## config.mk

```make
export PLATFORM = sky130hd
export DESIGN_NAME = integer_ema_filter_flat
export DESIGN_NICKNAME = d
export VERILOG_FILES = /design/src/rtl/core/iema_pkg.sv /design/src/rtl/core/iema_if.sv /design/src/rtl/core/integer_ema_filter.sv /design/src/flat_wrapper.sv
export VERILOG_INCLUDE_DIRS = /design/src /design/src/rtl/core
export SDC_FILE = /design/constraint.sdc
export NUM_CORES = 1
export LEC_CHECK = 0
export BUFFER_PORTS_ARGS = -buffer_cell sky130_fd_sc_hd__buf_2
export CAP_MARGIN = 25
export CORE_ASPECT_RATIO = 0.8
export CORE_MARGIN = 2
export CORE_UTILIZATION = 40
export CTS_CLUSTER_DIAMETER = 50
export DETAILED_ROUTE_END_ITERATION = 16
export SYNTH_ARGS = -nofsm -noshare
export SYNTH_HDL_FRONTEND = slang
export SYNTH_SLANG_ARGS = --single-unit
```

## constraint.sdc

```tcl
create_clock -name clock -period 7.7 [get_ports clock]
set_clock_uncertainty 0.2 [all_clocks]
set_input_delay 0.77 -clock clock [delete_from_list [all_inputs] [get_ports clock]]
set_output_delay 0.77 -clock clock [all_outputs]
set_load 0.02 [all_outputs]
```

## src/rtl/core/assert_macros.svh

```systemverilog
// Assertion macros shared by the filter RTL.
`ifndef ASSERT_MACROS_SVH
`define ASSERT_MACROS_SVH

// Clocked assertion with synchronous reset masking.
`define IEMA_ASSERT(label, clk, rst, prop, msg) \
   label: assert property (@(posedge clk) disable iff (rst) prop) else $error(msg);

// Clocked assertion that also holds during reset.
`define IEMA_ASSERT_ALWAYS(label, clk, prop, msg) \
   label: assert property (@(posedge clk) prop) else $error(msg);

`endif

```

## src/rtl/core/iema_pkg.sv

```systemverilog
// Package of constants for the integer moving average filter.
package iema_pkg;

   // Register file addressing
   localparam int CSR_INDEX_WIDTH = 2;

   localparam logic [CSR_INDEX_WIDTH-1:0] CSR_SCALE_FACTOR = 2'd0;
   localparam logic [CSR_INDEX_WIDTH-1:0] CSR_WEIGHT_NEW   = 2'd1;

   // Register reset values
   localparam int SCALE_RESET  = 16;
   localparam int WEIGHT_RESET = 16;

endpackage

```

## src/rtl/core/iema_if.sv

```systemverilog
// Valid/ready channel interfaces for the filter's sample and result words.
interface iema_req_if #(parameter int SAMPLE_WIDTH = 16) ();
   logic                           valid;
   logic                           ready;
   logic signed [SAMPLE_WIDTH-1:0] sample;
   logic                           restart;

   modport source (output valid, sample, restart, input ready);
   modport sink (input valid, sample, restart, output ready);
endinterface

interface iema_rsp_if #(parameter int SAMPLE_WIDTH = 16) ();
   logic                           valid;
   logic                           ready;
   logic signed [SAMPLE_WIDTH-1:0] smoothed;

   modport source (output valid, smoothed, input ready);
   modport sink (input valid, smoothed, output ready);
endinterface

```

## src/rtl/core/integer_ema_filter.sv

```systemverilog
// Integer exponential moving average filter with bit-serial multiply and divide.
//
// Each input word carries one signed sample and yields one smoothed word,
// y = (w*x + (s-w)*h) / s, truncated toward zero, where h is the stored history.
// The block works on one word at a time. A word that passes straight through
// (first sample, restart, or invalid configuration) gives its result in the
// cycle after it is accepted. A filtered word runs through a bit-serial
// multiplier (one weight bit per cycle), a sign-strip step and a restoring
// divider (one quotient bit per cycle), whose final step registers the result.
// A new word is accepted once the previous result has been taken. Write
// configuration only while idle.
module integer_ema_filter
   import iema_pkg::*;
#(
   parameter int SAMPLE_WIDTH = 16,
   parameter int SCALE_WIDTH  = 16
) (
   input  logic                       clock,
   input  logic                       reset,
   iema_req_if.sink                   req_chan,
   iema_rsp_if.source                 rsp_chan,
   input  logic                       csr_write_en,
   input  logic [CSR_INDEX_WIDTH-1:0] csr_index,
   input  logic [SCALE_WIDTH-1:0]     csr_data
);

`include "assert_macros.svh"

   localparam int ACC_W = SAMPLE_WIDTH + SCALE_WIDTH + 2;
   localparam int MAG_W = SAMPLE_WIDTH + SCALE_WIDTH - 1;
   localparam int CNT_W = $clog2(MAG_W);
   localparam int DIF_W = SAMPLE_WIDTH + 1;
   localparam int REM_W = SCALE_WIDTH + 1;

   localparam logic [1:0] ST_IDLE = 2'd0;
   localparam logic [1:0] ST_MUL  = 2'd1;
   localparam logic [1:0] ST_ABS  = 2'd2;
   localparam logic [1:0] ST_DIV  = 2'd3;

   logic [1:0]              state_ff,      state_in;
   logic [SCALE_WIDTH-1:0]  scale_ff,      scale_in;
   logic [SCALE_WIDTH-1:0]  weight_ff,     weight_in;
   logic [SAMPLE_WIDTH-1:0] hist_ff,       hist_in;
   logic                    hist_valid_ff, hist_valid_in;
   logic [DIF_W-1:0]        diff_ff,       diff_in;
   logic [SCALE_WIDTH-1:0]  w_sh_ff,       w_sh_in;
   logic [SCALE_WIDTH-1:0]  s_sh_ff,       s_sh_in;
   logic [SCALE_WIDTH-1:0]  divisor_ff,    divisor_in;
   logic [ACC_W-1:0]        acc_ff,        acc_in;
   logic [MAG_W-1:0]        mag_ff,        mag_in;
   logic [SCALE_WIDTH-1:0]  rem_ff,        rem_in;
   logic                    neg_ff,        neg_in;
   logic [CNT_W-1:0]        cnt_ff,        cnt_in;
   logic                    rsp_valid_ff,  rsp_valid_in;
   logic [SAMPLE_WIDTH-1:0] rsp_data_ff,   rsp_data_in;

   logic                    req_accept;
   logic                    cfg_ok;
   logic [SAMPLE_WIDTH-1:0] sample_bits;
   logic [ACC_W-1:0]        diff_ext;
   logic [ACC_W-1:0]        hist_ext;
   logic [ACC_W-1:0]        acc_neg;
   logic [REM_W-1:0]        rem_shift;
   logic [REM_W:0]          rem_trial;
   logic                    q_bit;
   logic [MAG_W-1:0]        quot_full;
   logic [SAMPLE_WIDTH-1:0] quot;
   logic [SAMPLE_WIDTH-1:0] result;

   assign req_chan.ready  = (state_ff == ST_IDLE) && !rsp_valid_ff;
   assign req_accept      = req_chan.valid && req_chan.ready;
   assign rsp_chan.valid    = rsp_valid_ff;
   assign rsp_chan.smoothed = rsp_data_ff;
   assign sample_bits     = req_chan.sample;

   // Qualify the current configuration
   assign cfg_ok = (scale_ff != '0) && (weight_ff != '0) && (weight_ff <= scale_ff);

   // Sign-extend multiplicands for the shift-add accumulator
   assign diff_ext = {{(ACC_W-DIF_W){diff_ff[DIF_W-1]}}, diff_ff};
   assign hist_ext = {{(ACC_W-SAMPLE_WIDTH){hist_ff[SAMPLE_WIDTH-1]}}, hist_ff};
   assign acc_neg  = ~acc_ff + ACC_W'(1);

   // One restoring divide step
   assign rem_shift = {rem_ff, mag_ff[MAG_W-1]};
   assign rem_trial = {1'b0, rem_shift} - {2'b00, divisor_ff};
   assign q_bit     = !rem_trial[REM_W];
   assign quot_full = {mag_ff[MAG_W-2:0], q_bit};
   assign quot      = quot_full[SAMPLE_WIDTH-1:0];
   assign result    = neg_ff ? (~quot + SAMPLE_WIDTH'(1)) : quot;

   // Next-state logic
   always_comb begin
      state_in      = state_ff;
      scale_in      = scale_ff;
      weight_in     = weight_ff;
      hist_in       = hist_ff;
      hist_valid_in = hist_valid_ff;
      diff_in       = diff_ff;
      w_sh_in       = w_sh_ff;
      s_sh_in       = s_sh_ff;
      divisor_in    = divisor_ff;
      acc_in        = acc_ff;
      mag_in        = mag_ff;
      rem_in        = rem_ff;
      neg_in        = neg_ff;
      cnt_in        = cnt_ff;
      rsp_valid_in  = rsp_valid_ff;
      rsp_data_in   = rsp_data_ff;

      // Drop the result once taken
      if (rsp_valid_ff && rsp_chan.ready) begin
         rsp_valid_in = 1'b0;
      end

      // Register writes
      if (csr_write_en) begin
         case (csr_index)
            CSR_SCALE_FACTOR: scale_in  = csr_data;
            CSR_WEIGHT_NEW:   weight_in = csr_data;
            default: ;
         endcase
      end

      case (state_ff)
         ST_IDLE: begin
            if (req_accept) begin
               if (!cfg_ok) begin
                  // Pass the raw sample; restart still clears history
                  rsp_data_in  = sample_bits;
                  rsp_valid_in = 1'b1;
                  if (req_chan.restart) begin
                     hist_in       = '0;
                     hist_valid_in = 1'b0;
                  end
               end else if (req_chan.restart || !hist_valid_ff) begin
                  // Start a new history
                  rsp_data_in   = sample_bits;
                  rsp_valid_in  = 1'b1;
                  hist_in       = sample_bits;
                  hist_valid_in = 1'b1;
               end else begin
                  // Launch the serial multiply: acc = w*(x-h) + s*h
                  diff_in    = {sample_bits[SAMPLE_WIDTH-1], sample_bits}
                             - {hist_ff[SAMPLE_WIDTH-1], hist_ff};
                  w_sh_in    = weight_ff;
                  s_sh_in    = scale_ff;
                  divisor_in = scale_ff;
                  acc_in     = '0;
                  cnt_in     = CNT_W'(SCALE_WIDTH - 1);
                  state_in   = ST_MUL;
               end
            end
         end
         ST_MUL: begin
            // Advance one weight bit, MSB first
            acc_in  = {acc_ff[ACC_W-2:0], 1'b0}
                    + (w_sh_ff[SCALE_WIDTH-1] ? diff_ext : '0)
                    + (s_sh_ff[SCALE_WIDTH-1] ? hist_ext : '0);
            w_sh_in = {w_sh_ff[SCALE_WIDTH-2:0], 1'b0};
            s_sh_in = {s_sh_ff[SCALE_WIDTH-2:0], 1'b0};
            cnt_in  = cnt_ff - CNT_W'(1);
            if (cnt_ff == '0) begin
               state_in = ST_ABS;
            end
         end
         ST_ABS: begin
            // Strip the sign for the unsigned divider
            neg_in   = acc_ff[ACC_W-1];
            mag_in   = acc_ff[ACC_W-1] ? acc_neg[MAG_W-1:0] : acc_ff[MAG_W-1:0];
            rem_in   = '0;
            cnt_in   = CNT_W'(MAG_W - 1);
            state_in = ST_DIV;
         end
         ST_DIV: begin
            // Shift in one dividend bit, shift out one quotient bit
            rem_in = q_bit ? rem_trial[SCALE_WIDTH-1:0] : rem_shift[SCALE_WIDTH-1:0];
            mag_in = quot_full;
            cnt_in = cnt_ff - CNT_W'(1);
            if (cnt_ff == '0) begin
               rsp_data_in  = result;
               rsp_valid_in = 1'b1;
               hist_in      = result;
               state_in     = ST_IDLE;
            end
         end
         default: begin
            state_in = ST_IDLE;
         end
      endcase
   end

   // Control registers
   always_ff @(posedge clock) begin
      if (reset) begin
         state_ff      <= ST_IDLE;
         scale_ff      <= SCALE_WIDTH'(SCALE_RESET);
         weight_ff     <= SCALE_WIDTH'(WEIGHT_RESET);
         hist_ff       <= '0;
         hist_valid_ff <= 1'b0;
         rsp_valid_ff  <= 1'b0;
      end else begin
         state_ff      <= state_in;
         scale_ff      <= scale_in;
         weight_ff     <= weight_in;
         hist_ff       <= hist_in;
         hist_valid_ff <= hist_valid_in;
         rsp_valid_ff  <= rsp_valid_in;
      end
   end

   // Datapath registers
   always_ff @(posedge clock) begin
      diff_ff     <= diff_in;
      w_sh_ff     <= w_sh_in;
      s_sh_ff     <= s_sh_in;
      divisor_ff  <= divisor_in;
      acc_ff      <= acc_in;
      mag_ff      <= mag_in;
      rem_ff      <= rem_in;
      neg_ff      <= neg_in;
      cnt_ff      <= cnt_in;
      rsp_data_ff <= rsp_data_in;
   end

   `IEMA_ASSERT(a_no_rsp_while_busy, clock, reset,
      (state_ff != ST_IDLE) |-> !rsp_valid_ff, "result pending while computing")
   `IEMA_ASSERT(a_rem_below_divisor, clock, reset,
      (state_ff == ST_DIV) |-> (rem_ff < divisor_ff), "divider remainder out of range")
   `IEMA_ASSERT(a_history_set, clock, reset,
      (req_accept && cfg_ok) |=> hist_valid_ff, "history not valid after accepted sample")
   `IEMA_ASSERT(a_launch_mul, clock, reset,
      (req_accept && cfg_ok && hist_valid_ff && !req_chan.restart) |=> (state_ff == ST_MUL),
      "filtered sample did not start multiply")

endmodule
```

## src/flat_wrapper.sv

```systemverilog
// flat-port wrapper written by rule: the top's interface ports become plain ports
module integer_ema_filter_flat import iema_pkg::*;
#(
   parameter int SAMPLE_WIDTH = 16,
   parameter int SCALE_WIDTH  = 16
)
  (clock, reset, csr_write_en, csr_index, csr_data, req_chan_valid, req_chan_sample, req_chan_restart, req_chan_ready, rsp_chan_valid, rsp_chan_smoothed, rsp_chan_ready);
  iema_req_if #(.SAMPLE_WIDTH(SAMPLE_WIDTH)) req_chan_i ();
  iema_rsp_if #(.SAMPLE_WIDTH(SAMPLE_WIDTH)) rsp_chan_i ();
  input  logic clock;
  input  logic reset;
  input  logic csr_write_en;
  input  logic [CSR_INDEX_WIDTH-1:0] csr_index;
  input  logic [SCALE_WIDTH-1:0] csr_data;
  input wire logic [$bits(req_chan_i.valid)-1:0] req_chan_valid;
  input wire logic [$bits(req_chan_i.sample)-1:0] req_chan_sample;
  input wire logic [$bits(req_chan_i.restart)-1:0] req_chan_restart;
  output wire logic [$bits(req_chan_i.ready)-1:0] req_chan_ready;
  output wire logic [$bits(rsp_chan_i.valid)-1:0] rsp_chan_valid;
  output wire logic [$bits(rsp_chan_i.smoothed)-1:0] rsp_chan_smoothed;
  input wire logic [$bits(rsp_chan_i.ready)-1:0] rsp_chan_ready;
  assign req_chan_i.valid = req_chan_valid;
  assign req_chan_i.sample = req_chan_sample;
  assign req_chan_i.restart = req_chan_restart;
  assign req_chan_ready = req_chan_i.ready;
  assign rsp_chan_valid = rsp_chan_i.valid;
  assign rsp_chan_smoothed = rsp_chan_i.smoothed;
  assign rsp_chan_i.ready = rsp_chan_ready;
  integer_ema_filter #(.SAMPLE_WIDTH(SAMPLE_WIDTH), .SCALE_WIDTH(SCALE_WIDTH)) u_core (.clock(clock), .reset(reset), .req_chan(req_chan_i), .rsp_chan(rsp_chan_i), .csr_write_en(csr_write_en), .csr_index(csr_index), .csr_data(csr_data));
endmodule
```

# Word level (Yosys, flattened, before mapping)
# Index checks and enable logic that the tools add are counted.
# word_totals
word_cells	114
mem_bits_ro	0
out_inout_bits	18
memories	0
in_bits	40
latchBits	0
regBits	220
ramBits	0
# classes
reduce_logical	28
n_shift	0
div_mod_pow	0
n_addsub	7
mux	47
bitwise	3
n_eq_ne	12
magnitude_cmp	1
mul	0
# ops
operator	count
two-way mux 16 bit	15
two-way mux 34 bit	5
case mux 16 bit (2 select lines)	5
adder 34 bit	2
case mux 34 bit (2 select lines)	1
case mux 31 bit (2 select lines)	1
nonzero test 16 bit	2
adder 31 x 1 -> 31 bit (second input constant)	1
two-way mux 31 bit	1
NOT 31 bit	1
subtractor 17 x 16 -> 18 bit	1
subtractor 16 x 16 -> 17 bit	1
adder 16 x 1 -> 16 bit (second input constant)	1
<= comparator 16 bit	1
NOT 16 bit	1
AND reduction 4 bit	4
two-way mux 5 bit	3
case mux 5 bit (3 select lines)	1
two-way mux 2 bit	5
AND reduction 5 bit	2
two-way mux 1 bit	8
!= test 2 x 1 -> 1 bit (second input constant)	4
case mux 2 bit (4 select lines)	1
nonzero test 2 bit	4
other kinds (16)	27

# Depth between registers and ports, before layout
# Gate-level depths: netlist of the first run.
# logic_depth
word_depth	7
mapped_depth	18
mapped_depth_nobuf	16

# Worst setup path after synthesis of the first run
# Ideal clock, no wire load.
# synth_timing
path_type	register -> register
start	register u_core.state_ff[0]
end	register u_core.acc_ff[0] (enable)
t_arrival_ns	5.712
synth_period_minus_slack_ns	6.493
slack_ns	1.207
required_ns	6.919
stages_incl_launch_ff	6
setup_time_ns	0.581
n_path_buf	2
path_cell_list	dfxtp_1 clkbuf_1 inv_1 ha_1 clkbuf_1 o21ai_0
# synth_between
elab_chain_cells	5
word_cells_on_any_way	9
classes_between	eq/ne (4); reduce/logical (5)
# synth_rtl
item	line	text
from (decl)	integer_ema_filter.sv:40	logic [1:0] state_ff, state_in;
from (signal assigned)	integer_ema_filter.sv:203	state_ff <= state_in;
zero test 2 bit	integer_ema_filter.sv:70, integer_ema_filter.sv:125	
logical AND 1 bit	integer_ema_filter.sv:70	assign req_chan.ready = (state_ff == ST_IDLE) && !rsp_valid_ff;
logical AND 1 bit	integer_ema_filter.sv:71	assign req_accept = req_chan.valid && req_chan.ready;
!= test 2 x 1 -> 1 bit (no line)	-	
AND reduction 4 bit (no line) (*)	-	
to (signal assigned)	integer_ema_filter.sv:218	acc_ff <= acc_in;
to (decl)	integer_ema_filter.sv:49	logic [ACC_W-1:0] acc_ff, acc_in;
# Every way passes the cells marked *; elsewhere a longest branch is shown, timed or not.
# A chain may end at the register's enable or synchronous reset.

# Worst setup path in the final report of the first run
# layout_timing
start	register u_core.s_sh_ff[15]
end	register u_core.acc_ff[21], data pin
# layout_between
elab_chain_cells	3
# layout_rtl
item	line	text
from (decl)	integer_ema_filter.sv:47	logic [SCALE_WIDTH-1:0] s_sh_ff, s_sh_in;
from (signal assigned)	integer_ema_filter.sv:216	s_sh_ff <= s_sh_in;
two-way mux 34 bit	integer_ema_filter.sv:159	+ (s_sh_ff[SCALE_WIDTH-1] ? hist_ext : '0);
adder 34 bit	integer_ema_filter.sv:159	
case mux 34 bit (2 select lines)	integer_ema_filter.sv:125	case (state_ff)
# Every way passes these cells.

==> summary.md, run 1 <==
| Metric | Value |
|---|---|
| Synth Flop Type | edfxtp_1 |
| CP Max Fanout | 16 |
| Post-Syn Area | 13,860 um2 |
| Synth Net Count | 1,597 |
| Post-CTS setup buffer count | 0 |
| Register area share after synthesis | 43.91% |
| Mux cell area share after synthesis | 1.652% |
| Critical path's largest stage delay | 780 ps |
| Critical path type | register to register |
| Final Hold Fails | 0 |
| # DRC | 0 |
| Final setup margin | 3067 ps |
| DRT antenna net count | 0 |
| Crit path max-delay family | compound AO/OA/AOI/OAI gates |
| GRT overflow | 0 |
| Post-detail-place hpwl | 24,870 um |
| CTS Buf Count | 30 |
| CTS resizes | 0 |
| # fillers | 3,186 |
| Clock Sink Count | 220 |
| Synth Area in Adders | 13.18% |
| Fin Setup TNS | 0 ps |
| Initial Util | 40.93% |
| CP arrival | 4730 ps |
| Min cycle time layout | 4633 ps |
| Final Cycle Share | 60.16% |
| CTS Buffer Depth | 3 |
| Nets@finish | 1,649 |
| CTS tree | yes |
| Total Power | 4.658 mW |
| Share of cells above drive strength 1 | 11.01% |
| Synth Area per Inst | 9.678 um2 |
| Hold Path Depth | 2 |
| Synth area leaders | edfxtp_1 (36%), ha_1 (8.1%), dfxtp_1 (7.5%) |
| Vias per cell | 5.320 |
| Largest net degree at the start of global routing | 93 |
| Number of synthesized flops with an enable pin | 168 |
| Syn Inst Count | 1,432 |
| Worst setup SP type | register |
| Cell area power density | 296.3 nW/um2 |
| Initial antenna violation count | 0 |
| Peak VDD IR | 0.1497 mV |
| RSZ-0062 raised after global routing | no |
| Row Count | 60 |
| Worst-path cell with the longest stage delay | edfxtp_1 |
| Worst path cell trace | and2_1 > fa_1 > ha_1 > fa_1 > a21o_1 > a21oi_1 > o21ai_1 > o2111a_1 > o21ai_1 > o21ai_1 > a211o_1 > o21bai_1 > mux2i_1 |
| Htree depth | 1 |
| Drt total wl | 34,690 um |
| Hold Path Origin | csr_data[4] |
| Chip height | 170.5 um |
| Largest family of logic cells by synthesized area | simple AND/OR/NAND/NOR gates |
| Asr flop ratio synth | 0% |
| F_max | 215.9 MHz |
| Clk root buf | clkbuf_16 |
| Routed WL per cell | 17.58 um |
| Routed via count | 10,500 |
| Crit. path cell count | 13 |
| Buffers plus inverters on the worst setup path | 0 |
| Initial drt markers | 849 |
| Leak | 6.138 nW |
| IO Port Bufs | 57 |
| Clock transition at path regs | 60 ps |
| First-pass GRT wire length | 55,590 um |
| Vias in the first global route | 10,270 |
| Die Wd | 212.1 um |
| R2r worst-path depth | 13 |
| Tightest Hold Check Type | input pin to register |
| Core area | 33,860 um2 |
| Worst r2r src | u_core.s_sh_ff[15]$_DFFE_PP_ |
| Slew @ Worst Pin | 975.1 ps |
| Max_slew headroom | 34.99% |
| Clk_lat worst skew | 560 ps |
| Number of unique standard cell types used by synthesis | 71 |
| Synth Area in Compound Gates | 15.23% |
| Max-Cap Viols | 0 |
| Worst setup startpoint | u_core.s_sh_ff[15]$_DFFE_PP_ |
| Most frequent cells in the layout | nand2_1 (212), edfxtp_1 (168), a21oi_1 (107) |
| Area growth, synth to finish | 13.46% |
| Commonest non-fill, non-tap cell in the layout | nand2_1 |
| Yosys top cell area share | 36.40% |
| Global Route Usage Sum | 19.57% |
| CP Data Required Time | 7800 ps |
| Simple-gate share of the synthesized area | 15.95% |
| Post-synthesis xor/xnor area fraction | 5.814% |
| First-pass DRT Iterations | 7 |
| Synth warn | 0 |
| Cell repeated most along the worst path | o21ai_1 |
| Pre-CTS WS | 2713 ps |
| Slew Limit Fails | 0 |
| Post-CTS Hold Fix Bufs | 0 |
| Outcome | finished, final reports clean |
| Post-synthesis register bit count | 220 |
| ANT cells | 0 |
| Routability congestion estimate | 0.8770 |
| Endpoints failing setup | 0 |
| Cell accounting for the most synthesized area | edfxtp_1 |
| Boundary Pins | 58 |
| Die area | 36,160 um2 |
| Crit path capture type | register |
==> cell type report <==
| class | count | area (um2) | area share, % |
|---|---|---|---|
| clock buffers | 39 | 890.9 | 5.666 |
| clock inverters | 17 | 135.1 | 0.8594 |
| inverters | 103 | 386.6 | 2.459 |
| multi-input cells | 1055 | 7211 | 45.86 |
| flip-flops and latches | 220 | 6086 | 38.70 |
| well taps | 465 | 581.8 | 3.700 |
| repair buffers | 74 | 432.9 | 2.753 |
==> state kept, by name, summed over array words and instances (netlist names), 2 cells and up <==
| name | count |
|---|---|
| u_core.rsp_chan.smoothed | 16 |
| u_core.hist_ff | 16 |
| u_core.cnt_ff | 5 |
| u_core.weight_ff | 16 |
| u_core.s_sh_ff | 16 |
| u_core.w_sh_ff | 16 |
| u_core.rem_ff | 16 |
| u_core.divisor_ff | 16 |
| u_core.mag_ff | 31 |
| u_core.diff_ff | 17 |
| u_core.state_ff | 2 |
| u_core.acc_ff | 34 |
| u_core.scale_ff | 16 |
==> Yosys cell counts (19+ instances only) <==
library cell / number
ha_1: 90
a21oi_1: 108
nand2_1: 212
xnor2_1: 54
xor2_1: 38
o21ai_1: 28
o21ai_0: 65
fa_1: 35
nor2_1: 105
a21o_1: 24
nor3_1: 20
inv_1: 102
edfxtp_1: 168
dfxtp_1: 52
clkbuf_1: 52
a211oi_1: 20
and2_1: 27
o31ai_1: 19
==> per-layer routing <==
metal | GRT usage (%) | wire length, um
met4 | 4.195 | 612
met5 | 0 | 0
met2 | 27.87 | 13870
met1 | 31.05 | 18150
met3 | 2.694 | 2051
==> worst paths after layout <==
| kind | to | slack [ps] |
|---|---|---|
| worst max register to register | u_core.acc_ff[21]$_SDFFCE_PP0P_ | 3070 |
| worst min register to register | u_core.divisor_ff[4]$_DFFE_PP_ | 260 |
| worst max-delay path | u_core.acc_ff[21]$_SDFFCE_PP0P_ | 3070 |
| worst min-delay path | u_core.scale_ff[4]$_SDFFE_PP1P_ | 250 |
==> report_power, final <==
part	internal, mW	total [mW]	switching, mW
combinational	0.613	1.63	1.02
clock	0.830	1.40	0.568
sequential	1.52	1.63	0.110
total	2.96	4.66	1.70
==> logic make-up after synthesis <==
family	count (synthesis)
compound gates	342
xor+xnor	92
fa+ha+maj	125
buf+inv	157
flops	220
mux	21
simple gates	475
==> stage by stage <==
step	util (%)	area, um2	hold WS (ps)	cells
2_1_floorplan	-	13860	231.0	1432
3_3_place_gp	43.31	14660	247.2	1915
3_5_place_dp	43.31	14660	244.1	1915
4_1_cts	46.34	15690	231.8	1971
5_1_grt	46.44	15720	259.6	1973
6_report	46.44	15720	250.3	1973
Note: power is estimated with default switching activity, not from simulation.
==> run 2: changes to the inputs <==
Clock period 7.7 ns to 4 ns, I/O delays scaled along.
==> run 2 against run 1 <==
  * Final cell count is 3.3% higher
  * Critical path depth is 1 higher
  * Largest power group is now combinational logic
  * Sequential cell count stayed put
  * Largest cell class unchanged
==> summary.md, run 2 (synthesis results as in run 1) <==
| Metric | Value |
|---|---|
| Most frequent cells in the layout | nand2_1 (212), edfxtp_1 (168), nor2_1 (105) |
| Max_slew headroom | 44.80% |
| Clock transition at path regs | 60 ps |
| Nets@finish | 1,716 |
| Critical path type | register to register |
| Post-route cell area | 16,420 um2 |
| Placed insts | 1,954 |
| Max FFs per register | 34 |
| F_max | 260.9 MHz |
| Reg2reg setup slack | 170 ps |
| Tightest Hold Check Type | input pin to register |
| First-pass GRT wire length | 56,020 um |
| Initial drt markers | 933 |
| CP Data Required Time | 4110 ps |
| Peak VDD IR | 0.3037 mV |
| Met3 wire len | 2169 um |
| Min cycle time layout | 3833 ps |
| Hold WS | 21.36 ps |
| Vias in the first global route | 10,090 |
| CTS Buf Count | 29 |
| Commonest non-fill, non-tap cell in the layout | nand2_1 |
| Reg2reg end | u_core.acc_ff[31]$_SDFFCE_PP0P_ |
| Vias per cell | 5.330 |
| GRT overflow | 0 |
| Final Hold Fails | 0 |
| CP arrival | 3950 ps |
| Largest net degree at the start of global routing | 89 |
| Htree depth | 1 |
| Max-Cap Viols | 0 |
| Reg with most FFs | u_core.acc_ff |
| IO Port Bufs | 57 |
| Clk root buf | clkbuf_16 |
| Drt total wl | 35,430 um |
| Routability congestion estimate | 0.8900 |
| Max Used Layer | met4 |
| Cell area power density | 559.0 nW/um2 |
| Worst r2r src | u_core.s_sh_ff[15]$_DFFE_PP_ |
| Routed WL per cell | 17.38 um |
| Slew @ Worst Pin | 827.9 ps |
| DRT antenna net count | 0 |
| Row Count | 60 |
| Biggest regs | u_core.acc_ff x34, u_core.mag_ff x31, u_core.diff_ff x17 |
| Initial Util | 40.93% |
| Chip height | 170.5 um |
| Detail Route met2 WL | 14,160 um |
| CTS tree | yes |
| # DRC | 0 |
| Area growth, synth to finish | 18.45% |
| First-pass DRT Iterations | 6 |
| Die Wd | 212.1 um |
| Boundary Pins | 58 |
| # fillers | 3,124 |
| Crit path capture type | register |
| Die area | 36,160 um2 |
| Leak | 6.468 nW |
| R2r worst-path depth | 14 |
| Clk_lat worst skew | 570 ps |
| Hold Path Origin | req_chan_sample[5] |
| Worst setup SP type | register |
| Share of cells above drive strength 1 | 14.12% |
| Dpl cell area | 15,010 um2 |
| Outcome | finished, final reports clean |
| Final Cycle Share | 95.83% |
| Fin cells | 2,038 |
| Slew Limit Fails | 0 |
| Post-detail-place hpwl | 26,310 um |
| CP Max Fanout | 8 |
| Routed via count | 10,860 |
| Wire length on met1 | 18,550 um |
| Hold EP | u_core.hist_ff[5]$_SDFFE_PP0P_ |
| Core area | 33,860 um2 |
| Endpoints failing setup | 0 |
| Fin Setup TNS | 0 ps |
| Initial antenna violation count | 1 |
| Hold Path Depth | 3 |
| Global Route Usage Sum | 19.80% |
| Clock Sink Count | 220 |
| CTS Buffer Depth | 3 |
-- run 2: how the worst max path moves through the flow --
stage / start / to / slack, ps / depth (start not counted)
floorplan: u_core.w_sh_ff[15]$_DFFE_PP_ / u_core.acc_ff[31]$_SDFFCE_PP0P_ / 40 / 14
global placement: u_core.s_sh_ff[15]$_DFFE_PP_ / u_core.acc_ff[32]$_SDFFCE_PP0P_ / -3 / 16
detailed placement: u_core.s_sh_ff[15]$_DFFE_PP_ / u_core.acc_ff[32]$_SDFFCE_PP0P_ / -40 / 16
CTS: u_core.s_sh_ff[15]$_DFFE_PP_ / u_core.acc_ff[32]$_SDFFCE_PP0P_ / 20 / 16
global route: u_core.s_sh_ff[15]$_DFFE_PP_ / u_core.acc_ff[22]$_SDFFCE_PP0P_ / -8 / 16
finish: u_core.s_sh_ff[15]$_DFFE_PP_ / u_core.acc_ff[31]$_SDFFCE_PP0P_ / 170 / 14
-- run 2: cell type report --
| type | count | area, um2 | share of cell area, % |
|---|---|---|---|
| multi-input cells | 1055 | 7305 | 44.50 |
| clock inverters | 11 | 158.9 | 0.9680 |
| clock buffers | 41 | 843.3 | 5.137 |
| inverters | 103 | 386.6 | 2.355 |
| repair buffers | 142 | 1052 | 6.410 |
| flip-flops and latches | 220 | 6086 | 37.07 |
| diodes | 1 | 2.502 | 0.01524 |
| well taps | 465 | 581.8 | 3.544 |
-- run 2: stage by stage --
step | setup WS (ps) | power, mW | utilization (%)
floorplan | 40.17 | 5.408 | -
global route | -7.538 | 9.749 | 48.48
CTS | 19.80 | 9.174 | 48.02
global placement | -3.008 | 6.361 | 44.33
finish | 166.7 | 9.176 | 48.48
detailed placement | -41.36 | 6.418 | 44.33
-- run 2: layer usage --
metal  global-route usage [%]  vias up
met5                        0        -
met4                    4.164        0
met3                    2.953       33
met2                    27.10      293
met1                    32.20     5221
li1                         -     5315
-- run 2: repair_timing --
action | CTS | global route
setup buffers | 0 | 5
resized for setup | 2 | 21
pin swaps | 0 | 5
endpoints found under the setup margin | 3 | 15
hold endpoints to repair | 40 | 5
hold buffers | 24 | 1
-- run 2: critical path: stages, from the launching register on --
cell	delay, ps
edfxtp_1	390
buf_4	190
and2_4	180
buf_4	140
fa_1	450
ha_1	320
a21o_1	190
a21oi_1	180
o211ai_1	120
a211oi_1	170
a21bo_1	250
a41o_4	240
a21oi_2	150
nor4_1	60
a311o_1	340
-- run 2: where the power goes --
part,total [mW],switching [mW],leakage [nW],internal [mW]
logic,3.38,2.04,4.03,1.34
registers,3.10,0.187,1.95,2.92
clock network,2.69,1.02,0.491,1.67
==> run 3: changes to the inputs <==
Settings changed: RECOVER_POWER from default to 50.
Clock period 4 ns to 4.8 ns, I/O delays scaled along.
==> run 3 against run 2 <==
  * The flow now finishes with violations (max-capacitance violations, max-slew violations)
  * Critical path depth unchanged
  * Maximum frequency shrank 12%
  * Setup slack improved by 260 ps
  * Die area did not move
  * Non-clock buffer count down 45
  * Power decreased by 19%
  * Combinational power is 22% lower
  * Largest cell class unchanged
  * Largest power group unchanged
==> summary.md, run 3 (synthesis results as in run 1) <==
| Metric | Value |
|---|---|
| Tightest Hold Check Type | input pin to register |
| Routability congestion estimate | 0.8870 |
| # fillers | 3,207 |
| Area growth, synth to finish | 14.64% |
| Routed WL per cell | 17.80 um |
| # DRC | 0 |
| Htree depth | 1 |
| Die Wd | 212.1 um |
| Final Hold Fails | 0 |
| Sequential share of power | 34.9% |
| Global Route Usage Sum | 19.94% |
| Clock transition at path regs | 60 ps |
| CP Max Fanout | 12 |
| Largest net degree at the start of global routing | 57 |
| Endpoints failing setup | 0 |
| Fin Setup TNS | 0 ps |
| CTS Buf Count | 29 |
| Max-Cap Viols | 2 |
| Vias in the first global route | 9,962 |
| CTS tree | yes |
| Post-detail-place hpwl | 26,050 um |
| Critical path type | register to register |
| Placed insts | 1,923 |
| Leak | 6.156 nW |
| Die area | 36,160 um2 |
| Switching pwr | 2.699 mW |
| Most frequent cells in the layout | nand2_1 (212), edfxtp_1 (168), a21oi_1 (107) |
| Peak VDD IR | 0.2943 mV |
| RSZ-0062 raised after global routing | no |
| Crit path capture type | register |
| F_max | 228.9 MHz |
| Reg area | 6086 um2 |
| Reg with most FFs | u_core.acc_ff |
| Commonest non-fill, non-tap cell in the layout | nand2_1 |
| DRT antenna net count | 0 |
| Share of cells above drive strength 1 | 9.222% |
| First-pass DRT Iterations | 6 |
| Drt total wl | 35,500 um |
| Final Cycle Share | 91.02% |
| Core area | 33,860 um2 |
| Max FFs per register | 34 |
| Logic gate share of total power | 35.4% |
| CTS resizes | 0 |
| Internal power | 4.772 mW |
| CTS Buffer Depth | 3 |
| CP arrival | 4460 ps |
| Wire length on met1 | 18,010 um |
| CP Data Required Time | 4890 ps |
| First-pass GRT wire length | 56,010 um |
| Clock Power Share | 29.8% |
| Pre-CTS WS | 394.5 ps |
| Initial Util | 40.93% |
| Cell area power density | 470.3 nW/um2 |
| Clock Sink Count | 220 |
| Nets@finish | 1,671 |
| GRT overflow | 0 |
| Final setup margin | 431.1 ps |
| Min cycle time layout | 4369 ps |
| Detail Route met2 WL | 14,220 um |
| Met3 wire len | 2549 um |
| Clk_lat worst skew | 560 ps |
| Slew Limit Fails | 90 |
| Outcome | finished with violations |
| Reg2reg setup slack | 430 ps |
| ANT cells | 0 |
| Max Used Layer | met5 |
| Multi-input logic area | 7201 um2 |
| Biggest regs | u_core.acc_ff x34, u_core.mag_ff x31, u_core.diff_ff x17 |
| Total Power | 7.471 mW |
| Max_slew headroom | -74.13% |
| Boundary Pins | 58 |
| Routed via count | 10,650 |
| Hold WS | 30.22 ps |
| Worst setup SP type | register |
| Vias per cell | 5.340 |
| Failing checks | max-capacitance violations, max-slew violations |
| Row Count | 60 |
| Slew @ Worst Pin | 2612 ps |
| Chip height | 170.5 um |
| IO Port Bufs | 57 |
| Sw frac | 36.12% |
| Initial drt markers | 945 |
| Clk root buf | clkbuf_16 |
| Initial antenna violation count | 1 |
| Fin cells | 1,994 |
-- run 3: cell types whose count changed in the layout (fill, tap and decap cells not counted), sizes merged --
cell | previous run | this run
diode | 1 | 0
buf | 117 | 55
clkbuf | 41 | 65
dlygate4sd3 | 25 | 16
clkinvlp | 0 | 3
clkinv | 4 | 6
bufinv | 3 | 1
inv | 107 | 108
-- run 3: final timing paths --
kind | from | endpoint | cells after the start
worst max register to register | u_core.s_sh_ff[15]$_DFFE_PP_ | u_core.acc_ff[30]$_SDFFCE_PP0P_ | 14
worst min-delay path | req_chan_sample[3] | u_core.hist_ff[3]$_SDFFE_PP0P_ | 3
worst max-delay path | u_core.s_sh_ff[15]$_DFFE_PP_ | u_core.acc_ff[30]$_SDFFCE_PP0P_ | 14
worst min register to register | u_core.scale_ff[4]$_SDFFE_PP1P_ | u_core.divisor_ff[4]$_DFFE_PP_ | 0
-- run 3: worst max-delay path: stages (launching register included) --
cell	delay [ps]
edfxtp_1	520
buf_4	250
and2_1	180
fa_1	450
ha_1	360
o21ai_0	160
nor2_1	80
o41ai_1	410
a21oi_1	140
buf_4	200
a211oi_1	400
o31ai_1	220
a41oi_1	290
xor2_1	170
nor2_1	50
-- run 3: cell type report --
cell class                      count  share of cell area [%]
Clock buffer                       39                   5.529
Clock inverter                     15                  0.8191
Timing Repair Buffer               97                   3.922
Inverter                          103                   2.434
Sequential cell                   220                   38.31
Multi-Input combinational cell   1055                   45.33
Tap cell                          465                   3.662
-- run 3: metal layers --
| layer | track usage (%) | vias up |
|---|---|---|
| met3 | 4.281 | 51 |
| met2 | 27.77 | 297 |
| li1 | - | 5237 |
| met4 | 4.501 | 2 |
| met5 | 0 | - |
| met1 | 31.12 | 5060 |
-- run 3: power groups by stage --
stage	combinational, mW	sequential (mW)	clock, mW
floorplan	1.83	2.67	0
global placement	2.58	2.64	0
detailed placement	2.62	2.64	0
CTS	2.65	2.60	2.26
global route	2.96	2.63	2.33
finish	2.64	2.60	2.22
-- run 3: per-stage QoR --
stage / utilization (%) / instance area [um2]
after global placement: 43.48 / 14720
after detailed placement: 43.60 / 14760
after CTS: 47.05 / 15930
after global routing: 46.92 / 15890
final: 46.92 / 15890
after floorplan: - / 13860
-- run 3: what timing repair did --
action / in CTS / in global routing
hold buffers: 16 / 0
hold endpoints to repair: 31 / 0
buffers inserted: 0 / 0
